`src/design/bls_pkg.sv`:
```
// types, codes and constants of the battery level status classifier
`timescale 1ns / 1ps

package bls_pkg;

	// register indexes on the configuration channel
	localparam int CfgIdxW = 3;
	localparam logic [CfgIdxW-1:0] REG_CRIT_MV  = 3'd0;
	localparam logic [CfgIdxW-1:0] REG_LOW_MV   = 3'd1;
	localparam logic [CfgIdxW-1:0] REG_CRIT_PCT = 3'd2;
	localparam logic [CfgIdxW-1:0] REG_LOW_PCT  = 3'd3;
	localparam logic [CfgIdxW-1:0] REG_V_EXP    = 3'd4;

	// capacity level codes
	localparam logic [2:0] LVL_UNKNOWN  = 3'd0;
	localparam logic [2:0] LVL_CRITICAL = 3'd1;
	localparam logic [2:0] LVL_LOW      = 3'd2;
	localparam logic [2:0] LVL_NORMAL   = 3'd3;
	localparam logic [2:0] LVL_FULL     = 3'd4;

	// battery status codes
	localparam logic [1:0] STS_UNKNOWN     = 2'd0;
	localparam logic [1:0] STS_CHARGING    = 2'd1;
	localparam logic [1:0] STS_DISCHARGING = 2'd2;
	localparam logic [1:0] STS_FULL        = 2'd3;

	// status and charger word bits
	localparam int BIT_INIT    = 7;
	localparam int BIT_FULL    = 5;
	localparam int BIT_DISCHG  = 6;
	localparam int BIT_ONLINE  = 15;

	localparam logic [15:0] PCT_FULL = 16'd100;

	// reset values of the registers
	localparam logic [15:0] RST_CRIT_MV  = 16'd9400;
	localparam logic [15:0] RST_LOW_MV   = 16'd9700;
	localparam logic [6:0]  RST_CRIT_PCT = 7'd0;
	localparam logic [6:0]  RST_LOW_PCT  = 7'd7;
	localparam logic [1:0]  RST_V_EXP    = 2'd0;

	localparam int UvW    = 36;
	localparam int ScaleW = 20;

	typedef struct packed {
		logic [15:0] crit_mv;
		logic [15:0] low_mv;
		logic [6:0]  crit_pct;
		logic [6:0]  low_pct;
		logic [1:0]  v_exp;
	} cfg_t;

	typedef struct packed {
		logic [2:0]     level;
		logic [1:0]     status;
		logic           online;
		logic [UvW-1:0] uv;
	} res_t;

	// millivolts to microvolts times ten to the exponent
	function automatic logic [ScaleW-1:0] uv_scale(input logic [1:0] e);
		logic [ScaleW-1:0] s;
		case (e)
			2'd0:    s = 20'd1000;
			2'd1:    s = 20'd10000;
			2'd2:    s = 20'd100000;
			default: s = 20'd1000000;
		endcase
		return s;
	endfunction

endpackage

```
`src/design/bls_classify.sv`:
```
// level, status, charger online and voltage scaling for one poll
`timescale 1ns / 1ps

module bls_classify (
	input  bls_pkg::cfg_t cfg,
	input  logic [15:0]   charger_word,
	input  logic          charger_valid,
	input  logic [15:0]   status_word,
	input  logic          status_valid,
	input  logic [15:0]   voltage_raw,
	input  logic          voltage_valid,
	input  logic [15:0]   charge_percent,
	input  logic          percent_valid,
	output bls_pkg::res_t res
);
	import bls_pkg::*;

	logic              is_crit;
	logic              is_low;
	logic [ScaleW-1:0] scale;
	logic [UvW-1:0]    product;
	logic [2:0]        level;
	logic [1:0]        status;
	logic              online;
	logic [UvW-1:0]    uv;

	// threshold compares, percent thresholds at full input width
	assign is_crit = (voltage_raw <= cfg.crit_mv) ||
		(charge_percent <= {9'd0, cfg.crit_pct});
	assign is_low = (voltage_raw <= cfg.low_mv) ||
		(charge_percent <= {9'd0, cfg.low_pct});

	// capacity level
	always_comb begin
		if (!voltage_valid || !percent_valid) begin
			level = LVL_UNKNOWN;
		end else if (is_crit) begin
			level = LVL_CRITICAL;
		end else if (is_low) begin
			level = LVL_LOW;
		end else if (charge_percent < PCT_FULL) begin
			level = LVL_NORMAL;
		end else if (charge_percent == PCT_FULL) begin
			level = LVL_FULL;
		end else begin
			level = LVL_UNKNOWN;
		end
	end

	// status word decode
	always_comb begin
		if (!status_valid || !status_word[BIT_INIT]) begin
			status = STS_UNKNOWN;
		end else if (status_word[BIT_FULL]) begin
			status = STS_FULL;
		end else if (status_word[BIT_DISCHG]) begin
			status = STS_DISCHARGING;
		end else begin
			status = STS_CHARGING;
		end
	end

	assign online = charger_valid && charger_word[BIT_ONLINE];

	// one 16 by 20 multiply
	assign scale   = uv_scale(cfg.v_exp);
	assign product = {{(UvW-16){1'b0}}, voltage_raw} * {{(UvW-ScaleW){1'b0}}, scale};
	assign uv      = voltage_valid ? product : '0;

	assign res = {level, status, online, uv};

endmodule

```
`src/design/battery_level_status_classifier.sv`:
```
// battery level status classifier: one poll of battery readings in, one report out
//
// Input beats on s_* carry one poll: the charger state word, the status word,
// the voltage and the charge percent, each with a read-ok flag in s_tuser.
// Output beats on m_* carry the capacity level, battery status, report event,
// charger online bit, scaled voltage and the two known flags in m_tuser.
// Thresholds and the voltage exponent are written on the cfg_* channel, which
// is always ready; write it only while no poll is in flight.
// An accepted input beat reaches m_tvalid through the input register, then the
// result register after the compares and the 16 by 20 multiply. One poll is
// accepted every cycle while the output side takes beats.
// When m_tready is low the result register holds; the input register still
// takes one more beat, and s_tready drops only when both stages are full.
// Reset clears both stages, loads the register defaults and sets the previous
// poll memory to a valid zero charger word and an unknown level.
`timescale 1ns / 1ps

module battery_level_status_classifier (
	input  logic                         clk,
	input  logic                         arst_n,
	input  logic                         s_tvalid,
	output logic                         s_tready,
	// charger_word, status_word, voltage_raw, charge_percent
	input  logic [63:0]                  s_tdata,
	// charger_valid, status_valid, voltage_valid, percent_valid
	input  logic [3:0]                   s_tuser,
	output logic                         m_tvalid,
	input  logic                         m_tready,
	// charge_level, battery_status, report_event, charger_online,
	// voltage_microvolts, zero fill
	output logic [47:0]                  m_tdata,
	// charger_known, voltage_known
	output logic [1:0]                   m_tuser,
	input  logic                         cfg_valid,
	output logic                         cfg_ready,
	input  logic [bls_pkg::CfgIdxW-1:0]  cfg_index,
	input  logic [15:0]                  cfg_data
);
	import bls_pkg::*;

	cfg_t        cfg_q;
	logic        valid_s1;
	logic [63:0] data_s1;
	logic [3:0]  flags_s1;
	logic        valid_s2;
	res_t        res_s2;
	logic        event_s2;
	logic        cknown_s2;
	logic        vknown_s2;
	logic        last_cvalid_q;
	logic [15:0] last_cword_q;
	logic [2:0]  last_level_q;
	res_t        res;
	logic        adv;
	logic        take;
	logic        changed;

	// configuration registers
	assign cfg_ready = 1'b1;

	always_ff @(posedge clk or negedge arst_n) begin
		if (!arst_n) begin
			cfg_q.crit_mv  <= RST_CRIT_MV;
			cfg_q.low_mv   <= RST_LOW_MV;
			cfg_q.crit_pct <= RST_CRIT_PCT;
			cfg_q.low_pct  <= RST_LOW_PCT;
			cfg_q.v_exp    <= RST_V_EXP;
		end else if (cfg_valid && cfg_ready) begin
			case (cfg_index)
				REG_CRIT_MV:  cfg_q.crit_mv  <= cfg_data;
				REG_LOW_MV:   cfg_q.low_mv   <= cfg_data;
				REG_CRIT_PCT: cfg_q.crit_pct <= cfg_data[6:0];
				REG_LOW_PCT:  cfg_q.low_pct  <= cfg_data[6:0];
				REG_V_EXP:    cfg_q.v_exp    <= cfg_data[1:0];
				default: ;
			endcase
		end
	end

	// pipeline flow
	assign adv      = !valid_s2 || m_tready;
	assign s_tready = !valid_s1 || adv;
	assign take     = s_tvalid && s_tready;

	// input register
	always_ff @(posedge clk or negedge arst_n) begin
		if (!arst_n) begin
			valid_s1 <= 1'b0;
		end else if (s_tready) begin
			valid_s1 <= s_tvalid;
		end
	end

	always_ff @(posedge clk) begin
		if (take) begin
			data_s1  <= s_tdata;
			flags_s1 <= s_tuser;
		end
	end

	bls_classify u_classify (
		.cfg            (cfg_q),
		.charger_word   (data_s1[15:0]),
		.charger_valid  (flags_s1[0]),
		.status_word    (data_s1[31:16]),
		.status_valid   (flags_s1[1]),
		.voltage_raw    (data_s1[47:32]),
		.voltage_valid  (flags_s1[2]),
		.charge_percent (data_s1[63:48]),
		.percent_valid  (flags_s1[3]),
		.res            (res)
	);

	// change against the previous poll; failed reads compare as one value
	assign changed = (flags_s1[0] != last_cvalid_q) ||
		(flags_s1[0] && (data_s1[15:0] != last_cword_q)) ||
		(res.level != last_level_q);

	// previous poll memory
	always_ff @(posedge clk or negedge arst_n) begin
		if (!arst_n) begin
			last_cvalid_q <= 1'b1;
			last_cword_q  <= '0;
			last_level_q  <= LVL_UNKNOWN;
		end else if (valid_s1 && adv) begin
			last_cvalid_q <= flags_s1[0];
			last_cword_q  <= flags_s1[0] ? data_s1[15:0] : 16'd0;
			last_level_q  <= res.level;
		end
	end

	// result register
	always_ff @(posedge clk or negedge arst_n) begin
		if (!arst_n) begin
			valid_s2 <= 1'b0;
		end else if (adv) begin
			valid_s2 <= valid_s1;
		end
	end

	always_ff @(posedge clk) begin
		if (valid_s1 && adv) begin
			res_s2    <= res;
			event_s2  <= changed;
			cknown_s2 <= flags_s1[0];
			vknown_s2 <= flags_s1[2];
		end
	end

	assign m_tvalid = valid_s2;
	assign m_tdata  = {5'd0, res_s2.uv, res_s2.online, event_s2, res_s2.status, res_s2.level};
	assign m_tuser  = {vknown_s2, cknown_s2};

endmodule

```
`config.mk`:
```
export PLATFORM = sky130hd
export DESIGN_NAME = battery_level_status_classifier
export DESIGN_NICKNAME = d
export VERILOG_FILES = /design/src/design/bls_pkg.sv /design/src/design/bls_classify.sv /design/src/design/battery_level_status_classifier.sv
export SDC_FILE = /design/constraint.sdc
export NUM_CORES = 1
export LEC_CHECK = 0
export BUFFER_PORTS_ARGS = -buffer_cell sky130_fd_sc_hd__buf_2
export CORE_UTILIZATION = 54
export CTS_CLUSTER_SIZE = 28
export DETAILED_ROUTE_END_ITERATION = 7
export PLACE_DENSITY = 0.85
export SYNTH_ARGS = -nofsm -noshare
export SYNTH_HDL_FRONTEND = slang
export SYNTH_SLANG_ARGS = --single-unit
```
`constraint.sdc`:
```
create_clock -name clk -period 12.7 [get_ports clk]
set_clock_uncertainty 0.1 [all_clocks]
set_input_delay 0 -clock clk [delete_from_list [all_inputs] [get_ports clk]]
set_output_delay 0 -clock clk [all_outputs]
set_load 0.02 [all_outputs]
```
### Word level (Yosys, flattened, before mapping)

Index checks and enable logic that the tools add are counted.

| word-level totals | value |
|---|---|
| memories | 0 |
| output and inout bits | 53 |
| flip-flop bits (word level) | 183 |
| memory bits (writable) | 0 |
| bits of input ports | 92 |
| bits in read-only memories | 0 |
| latch bits | 0 |

| operators by class | value |
|---|---|
| shifts and indexed selects | 0 |
| magnitude comparators | 5 |
| reductions and logical operators | 25 |
| $add $sub $neg | 0 |
| bitwise logic cells | 0 |
| equality and inequality tests | 10 |
| mux-type cells | 9 |
| multipliers | 1 |
| divide/modulo/power cells | 0 |

Operators with widths:

| operator | count |
|---|---|
| $pmux W20 S3 | 1 |
| $mul A16 B20 Y36 | 1 |
| $le A16 B16 Y1 | 2 |
| $le A16 B7 Y1 | 2 |
| $eq A16 B7 Y1 const B | 1 |
| $lt A16 B7 Y1 const B | 1 |
| $mux W16 | 1 |
| $ne A16 B16 Y1 | 1 |
| $mux W3 | 5 |
| $reduce_and A2 Y1 | 5 |
| $logic_or A1 B1 Y1 | 8 |
| $eq A3 B2 Y1 const B | 2 |
| $logic_not A1 Y1 | 6 |
| $logic_and A1 B1 Y1 | 4 |
| $mux W2 | 2 |
| $eq A3 B1 Y1 const B | 1 |
| $eq A3 B3 Y1 const B | 1 |
| $logic_not A3 Y1 | 1 |
| $ne A3 B3 Y1 | 1 |
| $eq A2 B1 Y1 const B | 1 |
| $eq A2 B2 Y1 const B | 1 |
| $logic_not A2 Y1 | 1 |
| $ne A1 B1 Y1 | 1 |

### Depth between registers and ports, before layout

Gate-level depths: netlist of the first run.

| logic depth | value |
|---|---|
| word-level depth | 8 |
| mapped depth | 28 |
| mapped depth without buffers | 25 |

### Hierarchy

A second synthesis of the first run with hierarchy kept.

| unflattened totals | value |
|---|---|
| cells, all modules | 1541 |
| area total of the unflattened synthesis | 16375.7 um^2 |

By module, submodules not included:

| module | cells each | area an instance (um^2) | seq. area each (um^2) | times used |
|---|---|---|---|---|
| bls_classify | 1197 | 9982.1 | 0.0 | 1 |
| battery_level_status_classifier | 344 | 6393.6 | 5166.2 | 1 |

### Worst setup path after synthesis of the first run

No wires, ideal clock.

| timing path | value |
|---|---|
| kind | register -> register |
| from | reg cfg_q[0] in the netlist's numbering |
| to | reg res_s2 (netlist bit m_tdata[42]), data pin |
| setup slack | 5.665 ns |
| data arrival time | 6.679 ns |
| cell stages (with the launch flop) | 27 |
| buffers on the path | 3 |
| library setup time | 0.255 ns |
| cell sequence | dfrtp_1 -> inv_1 -> clkbuf_1 -> ha_1 -> nor2_1 -> nor2_1 -> clkbuf_1 -> nand2_1 -> fa_1 -> fa_1 -> inv_1 -> fa_1 -> fa_1 -> fa_1 -> inv_1 -> fa_1 -> inv_1 -> ha_1 -> clkbuf_1 -> nand4_1 -> nor4_1 -> nand3_1 -> a31oi_1 -> o211ai_1 -> a21o_1 -> a21oi_1 -> and3b_1 |

| between the ends | value |
|---|---|
| longest elaborated chain between the ends | 3 |
| elaborated cells on any way between the ends | 5 |

Ends and longest elaborated chain:

| what | line | text |
|---|---|---|
| from (decl) | battery_level_status_classifier.sv:41 | `cfg_t cfg_q;` |
| $eq A2 B2 Y1 (tied with other cells) | bls_pkg.sv:63 | `case (e)` |
| $pmux W20 S3 * | bls_pkg.sv:63 |  |
| $mul A16 B20 Y36 * | bls_classify.sv:67 | `assign product = {{(UvW-16){1'b0}}, voltage_raw} * {{(UvW-ScaleW){1'b0}}, scale};` |
| to (signal assigned) | battery_level_status_classifier.sv:143 | `res_s2 <= res;` |
| to (decl) | battery_level_status_classifier.sv:46 | `res_t res_s2;` |

Every way passes the cells marked *; elsewhere a longest branch is shown, timed or not.
A chain may end at the register's enable or synchronous reset.

### Worst setup path in the final report of the first run

| timing path | value |
|---|---|
| from | reg cfg_q[0] in the netlist's numbering |
| to | reg res_s2 (netlist bit m_tdata[39]), data pin |

Same word-level chain as after synthesis.

==> results of run 1 <==
Yosys cell counts, drive strengths merged (15+ instances only):
master / instances / share of area [%]
edfxtp: 97 / 19
ha: 180 / 15
inv: 312 / 7.6
clkbuf: 26 / 0.63
a21o: 19 / 0.93
fa: 177 / 23
nand4: 17 / 0.69
nor3: 16 / 0.52
nand2b: 23 / 0.93
xnor2: 23 / 1.3
and2: 67 / 2.7
a21oi: 32 / 1.1
mux2: 15 / 1.1
o21ai: 78 / 2.5
nor2: 30 / 0.73
dfstp: 17 / 2.9
xor2: 16 / 0.91
dfrtp: 53 / 8.6
nand2: 166 / 4.0
stage by stage:
stage / setup WS, ns / instances / hold WS, ns / instance area [sq um]
3_3_place_gp: 4.13 / 1964 / 0.0759 / 16400
6_report: 3.83 / 2075 / 0.155 / 17800
3_5_place_dp: 3.91 / 1964 / 0.0781 / 16400
5_1_grt: 3.50 / 2075 / 0.148 / 17800
4_1_cts: 3.87 / 2075 / 0.149 / 17800
2_1_floorplan: 5.67 / 1496 / -0.396 / 15400
worst max-delay path, delay by kind of cell, from the launching register on:
family                   cells  cell delay (ns)
adder cells (fa/ha/maj)      8             4.10
buffers and inverters        7             0.76
AND/OR/NAND/NOR              4             1.42
AO/OA/AOI/OAI                5             1.68
flip-flops                   1             0.52
routing by layer:
layer	GRT usage [%]	wire length, microns	vias to the layer above
met1	30.0	13800	5429
met5	0	0	-
li1	-	-	5151
met2	48.3	18400	424
met4	10.5	1180	0
met3	4.40	1890	102
worst max-delay path by stage:
stage	endpoint	slack, ns
3_5_place_dp	m_tdata[39]$_SDFFCE_PN0P_	3.91
6_report	m_tdata[39]$_SDFFCE_PN0P_	3.83
2_1_floorplan	m_tdata[42]$_SDFFCE_PN0P_	5.67
4_1_cts	m_tdata[39]$_SDFFCE_PN0P_	3.87
5_1_grt	m_tdata[39]$_SDFFCE_PN0P_	3.50
3_3_place_gp	m_tdata[39]$_SDFFCE_PN0P_	4.13
area by class of cell:
cell class / instances / area, sq um
fill: 2055 / 10100
multi-input combinational: 977 / 9400
sequential: 167 / 4690
timing repair buffer: 209 / 1460
inverter: 312 / 1170
tap: 378 / 473
clock buffer: 17 / 425
clock inverter: 15 / 173
state kept, by name, summed over array words and instances, names as in the netlist, 3 cells and up:
name          flops
data_s1          51
cfg_q            48
m_tdata          39
last_cword_q     16
flags_s1          4
last_level_q      3
cells by family after synthesis:
kind of cell	after synthesis
adder cells (fa/ha/maj)	357
AND/OR/NAND/NOR	380
multiplexers	17
other	2
buffers and inverters	352
XOR/XNOR	39
AO/OA/AOI/OAI	175
flip-flops	167
cells in the final DEF, fill, tap and decap left out, types with 30 or more instances in the layout:
cell type,Yosys,layout
a21oi_1,31,31
and2_1,67,66
buf_2,0,122
dfrtp_1,53,53
dlygate4sd3_1,0,79
edfxtp_1,97,97
fa_1,177,177
ha_1,180,180
inv_1,312,311
nand2_1,166,166
nor2_1,30,30
o21ai_0,38,38
o21ai_1,40,40
==> run_results.csv, run 1 <==
group,metric,value,unit
critical_path,critical_path.startpoint,"cfg_q[0]$_DFFE_PN0P_",
routing,via_per_inst,5.35,
finish,drive_above_1_share,12.2,%
logic_synthesis,synth_edf_count,97,
routing,antenna_left,0,
critical_path,slowest_delay,0.75,ns
sta,rsz0062_at_grt,"no",
critical_path,reg2reg_from,"cfg_q[0]$_DFFE_PN0P_",
cts,numCtsBuffers,17,
floorplan,die_w,171,microns
critical_path,cp-start-kind,"flip-flop",
critical_path,path_cells,"inv_1 -> ha_1 -> nor2_1 -> nor2_1 -> nand2_1 -> fa_1 -> fa_1 -> inv_1 -> fa_1 -> inv_1 -> fa_1 -> inv_1 -> fa_1 -> inv_1 -> fa_1 -> inv_1 -> ha_1 -> inv_1 -> a211o_1 -> o31ai_1 -> o211ai_1 -> and3_1 -> a41oi_1 -> o311ai_1",
logic_synthesis,synth_seq_area_share,30.4,%
logic_synthesis,avgSynthCellArea,10.3,sq um
critical_path,endpoint_kind,"flip-flop",
sta,setup_tns,0,ns
cts,cts.sinks,167,
placement,io_buffers,122,
sta,tightest_slew,1.09,ns
logic_synthesis,synth_simple_gate_area_share,12.5,%
logic_synthesis,synth_compound_area_share,7.10,%
cts,cts_root_buffer,"clkbuf_16",
logic_synthesis,synth-xor-area-share,2.22,%
cts,postCtsHoldBufs,79,
global_routing,grt_pass1_vias,12200,
sta,fin_crit,8.87,ns
sta,max_freq,113,MHz
routing,firstDrtPassIters,7,
logic_synthesis,yosys_warnings,0,
sta,relSlewSlack,27.0,%
floorplan,start_util,55.1,%
sta,timing.final.crit_share,69.9,%
routing,totalWireLength,35.3,mm
global_routing,antenna_found_initial,0,
logic_synthesis,synth.distinct_cells,60,
logic_synthesis,async_flop_share,41.9,%
logic_synthesis,muxShareOfSynthArea,1.23,%
routing,drc,0,
cts,cts_setup_buffers,0,
logic_synthesis,synth_top_family_by_area,"adder cells",
cts,ctsResizeCount,0,
sta,hold_viol,0,
routing,vias,11100,
sta,maxSlewViolCount,0,
critical_path,r2r-end,"m_tdata[39]$_SDFFCE_PN0P_",
critical_path,cp.required,12.77,ns
finish,antennaDiodeCount,0,
logic_synthesis,synthFlopType,"edfxtp_1",
sta,setup_violations,0,
floorplan,rows,61,
cts,cts_tree,"yes",
critical_path,slowest_stage,"o31ai_1",
finish,syn2layout_area_growth,15.5,%
global_routing,gr-usage-all-layers,26.2,%
critical_path,worstRegToRegCells,24,
logic_synthesis,yosys.area_share.adder,37.6,%
cts,path_clk_slew,0.08,ns
outcome,status,"finished clean",
placement,gp_congestion,0.907,
cts,cts_buffer_depth,2,
logic_synthesis,synth_cells,1489,
critical_path,crit_top_cell,"inv_1",
placement,hpwlAfterDp,24.9,mm
critical_path,cp.arrival,8.94,ns
cts,clkLatencyLatePin,0.45,ns
routing,wire_per_inst,17.0,microns
global_routing,overflow,0,
logic_synthesis,netlist_area,0.0154,sq mm
critical_path,rrSetupSlack,3.83,ns
critical_path,crit_type,"reg -> reg",
hold_path,min_from,"s_tdata[7]",
floorplan,dieArea,0.0292,sq mm
critical_path,path_max_fanout,17,
global_routing,grt_pass1_wl,58.6,mm
logic_synthesis,ys_ff_latch,167,
floorplan,core,0.0279,sq mm
hold_path,hold_class,"in -> reg",
finish,layout.nets,2133,
hold_path,holdPathEnd,"data_s1[7]$_DFFE_PP_",
floorplan,ioPinCount,145,
finish,post-route-util,63.7,%
floorplan,die_h,171,microns
hold_path,hold_depth,2,
global_routing,grt_max_degree,71,
job,maxCapViolCount,0,
routing,first_iter_violations,807,
cts,htreeDepth,4,
Power of run 1 is left out: the tool's default activity adds up to more than one toggle a clock period on the data nets, which glitch-free logic cannot reach.
==> run 2: changes to the inputs <==
--- a/config.mk
+++ b/config.mk
@@ -5,6 +5,7 @@
 export SDC_FILE = /design/constraint.sdc
 export NUM_CORES = 1
 export LEC_CHECK = 0
+export ABC_AREA = 1
 export BUFFER_PORTS_ARGS = -buffer_cell sky130_fd_sc_hd__buf_2
 export CORE_UTILIZATION = 54
 export CTS_CLUSTER_SIZE = 28
==> constraint.sdc (replaced) <==
create_clock -name clk -period 9.2 [get_ports clk]
set_clock_uncertainty 0.1 [all_clocks]
set_input_delay 0 -clock clk [delete_from_list [all_inputs] [get_ports clk]]
set_output_delay 0 -clock clk [all_outputs]
set_load 0.02 [all_outputs]
==> run 2 against run 1 <==
Via count is 10% higher. Utilization fell by 0.63 points. Fmax grew 11%. Register-to-register slack worse by 2.6 ns. Critical path depth increased by 1. Critical path type unchanged.
==> run_results.csv, run 2 <==
group,metric,value,unit
routing,via_per_inst,5.23,
routing,first_iter_violations,1033,
sta,relSlewSlack,17.4,%
placement,gp_congestion,0.900,
job,maxCapViolCount,0,
logic_synthesis,ys_ff_latch,167,
logic_synthesis,synth.area.top_cells,"fa_1 (22%), edfxtp_1 (18%), ha_1 (14%)",
routing,wl_met2,18.8,mm
critical_path,r2r-end,"m_tdata[30]$_SDFFCE_PN0P_",
routing,totalWireLength,37.5,mm
finish,mostFrequentLayoutCells,"inv_1 (445), nand2_1 (360), ha_1 (180)",
cts,htreeDepth,4,
global_routing,grt_max_degree,71,
finish,fillers,2185,
sta,setup_violations,0,
critical_path,reg2reg_from,"cfg_q[0]$_DFFE_PN0P_",
finish,drive_above_1_share,10.9,%
sta,timing.final.crit_share,87.2,%
critical_path,cp-start-kind,"flip-flop",
routing,drc,0,
global_routing,overflow,0,
logic_synthesis,synthFlopType,"edfxtp_1",
finish,regMostFlops,"data_s1",
finish,fin_area,0.0181,sq mm
finish,syn2layout_area_growth,14.8,%
global_routing,gr-usage-all-layers,26.2,%
finish,fin_cells,2338,
critical_path,cp.required,9.28,ns
finish,post-route-util,63.1,%
outcome,status,"finished clean",
logic_synthesis,synth_seq_area_share,29.7,%
critical_path,critical_path.startpoint,"cfg_q[0]$_DFFE_PN0P_",
sta,maxSlewViolCount,0,
cts,cts_buffer_depth,2,
placement,hpwlAfterDp,27.1,mm
sta,fin_crit,8.02,ns
routing,wl_met1,14.9,mm
logic_synthesis,synth.distinct_cells,50,
logic_synthesis,yosysTopAreaCell,"fa_1",
routing,firstDrtPassIters,7,
logic_synthesis,avgSynthCellArea,8.97,sq um
critical_path,path_max_fanout,14,
logic_synthesis,synth_top_area_share,22.5,%
routing,vias,12200,
finish,antennaDiodeCount,0,
logic_synthesis,synth_edf_count,97,
routing,wire_per_inst,16.0,microns
critical_path,worstRegToRegCells,25,
logic_synthesis,netlist_area,0.0158,sq mm
routing,wl_met3,2.40,mm
critical_path,crit_type,"reg -> reg",
critical_path,rrSetupSlack,1.18,ns
cts,numCtsBuffers,17,
routing,antenna_left,0,
sta,hold_viol,0,
cts,path_clk_slew,0.08,ns
logic_synthesis,synth_cells,1757,
floorplan,start_util,54.9,%
finish,final_common_cell,"inv_1",
cts,cts_setup_buffers,0,
floorplan,dieArea,0.0299,sq mm
floorplan,rows,62,
critical_path,crit_path_end,"m_tdata[30]$_SDFFCE_PN0P_",
sta,rsz0062_at_grt,"no",
critical_path,cp.arrival,8.11,ns
placement,postPlaceCellArea,0.0167,sq mm
cts,cts_tree,"yes",
finish,layout.nets,2390,
cts,cts_root_buffer,"clkbuf_16",
cts,cts.sinks,167,
floorplan,core,0.0287,sq mm
floorplan,die_h,173,microns
global_routing,grt_pass1_wl,62.3,mm
placement,io_buffers,122,
routing,highest_layer,"met4",
hold_path,hold_class,"in -> reg",
sta,setup_tns,0,ns
cts,ctsResizeCount,0,
placement,place_inst,2226,
floorplan,ioPinCount,145,
sta,tightest_slew,1.24,ns
cts,postCtsHoldBufs,80,
finish,largest_register_ffs,51,
global_routing,antenna_found_initial,0,
logic_synthesis,netlist_top_cells_count,"inv_1 (446), nand2_1 (360), ha_1 (180)",
global_routing,grt_pass1_vias,13100,
logic_synthesis,synth.most_common_cell,"inv_1",
sta,max_freq,125,MHz
logic_synthesis,yosys_warnings,0,
floorplan,die_w,173,microns
logic_synthesis,async_flop_share,41.9,%
cts,clkLatencyLatePin,0.44,ns
hold_path,hold_depth,2,
critical_path,endpoint_kind,"flip-flop",
==> run 2: changes by cell type in the layout (fill, tap and decap cells not counted), moves of 14 or more <==
cell and change:
nand2b_1 -23, xnor2_1 -16, and2_1 -65, inv_1 +134, nor2_1 +58, o21ai_1 -29, a21oi_1 +32, o21ai_0 +46
nor2b_1 -14, nand2_1 +194
==> run 2: metrics by stage <==
step / setup slack [ns] / hold WS [ns]
finish: 1.18 / 0.160
global route: 0.891 / 0.164
CTS: 1.34 / 0.153
detailed placement: 1.42 / 0.0781
global placement: 1.54 / 0.0762
floorplan: 2.70 / -0.396
==> run 2: layer usage <==
metal  vias to the layer above  global-route usage (%)
met5                         -                       0
met4                         0                    10.8
met3                       123                    4.09
met2                       529                    46.4
met1                      5839                    31.9
li1                       5732                       -
==> run 2: cell families (layout without fill, tap and decap cells) <==
| logic type | Yosys count | after routing | synth area share [%] |
|---|---|---|---|
| simple gates | 512 | 512 | 13.3 |
| buf+inv | 505 | 695 | 12.3 |
| fa+ha+maj | 357 | 357 | 36.8 |
| compound gates | 200 | 200 | 7.06 |
| flops | 167 | 167 | 29.7 |
| xor+xnor | 14 | 14 | 0.778 |
| other cells | 2 | 9 | 0.0476 |
==> run 2: critical path, cell delays in order (launching register included) <==
cell and delay, ns:
dfrtp_1 0.72, clkinv_1 0.46, ha_1 0.35, o21ai_1 0.60, clkinv_1 0.55, nand2_1 0.21, fa_1 0.47, fa_1 0.55
inv_1 0.05, fa_1 0.50, inv_1 0.05, fa_1 0.49, inv_1 0.06, fa_1 0.55, inv_1 0.06, fa_1 0.52
inv_1 0.04, ha_1 0.35, a21oi_1 0.21, o21ai_0 0.16, a21oi_1 0.18, nand2_2 0.12, a21oi_2 0.17, inv_1 0.07
o21ai_1 0.11, a21oi_1 0.05
==> run 2: cell type report <==
cell class	count	area, sq um	share of cell area (%)
inverter	456	1710	9.46
clock buffer	18	429	2.37
sequential	167	4690	25.9
timing repair buffer	207	1450	8.01
tap	384	480	2.65
multi-input combinational	1092	9160	50.6
clock inverter	14	179	0.989
==> run 2: worst min path at each step <==
stage                 from               endpoint
6_report       s_tdata[55]  data_s1[55]$_DFFE_PP_
2_1_floorplan       arst_n   cfg_q[0]$_DFFE_PN0P_
3_5_place_dp   s_tdata[57]  data_s1[57]$_DFFE_PP_
4_1_cts         s_tdata[9]   data_s1[9]$_DFFE_PP_
5_1_grt        s_tdata[23]  data_s1[23]$_DFFE_PP_
3_3_place_gp   s_tdata[59]  data_s1[59]$_DFFE_PP_
Power of run 2 is left out for the same reason.
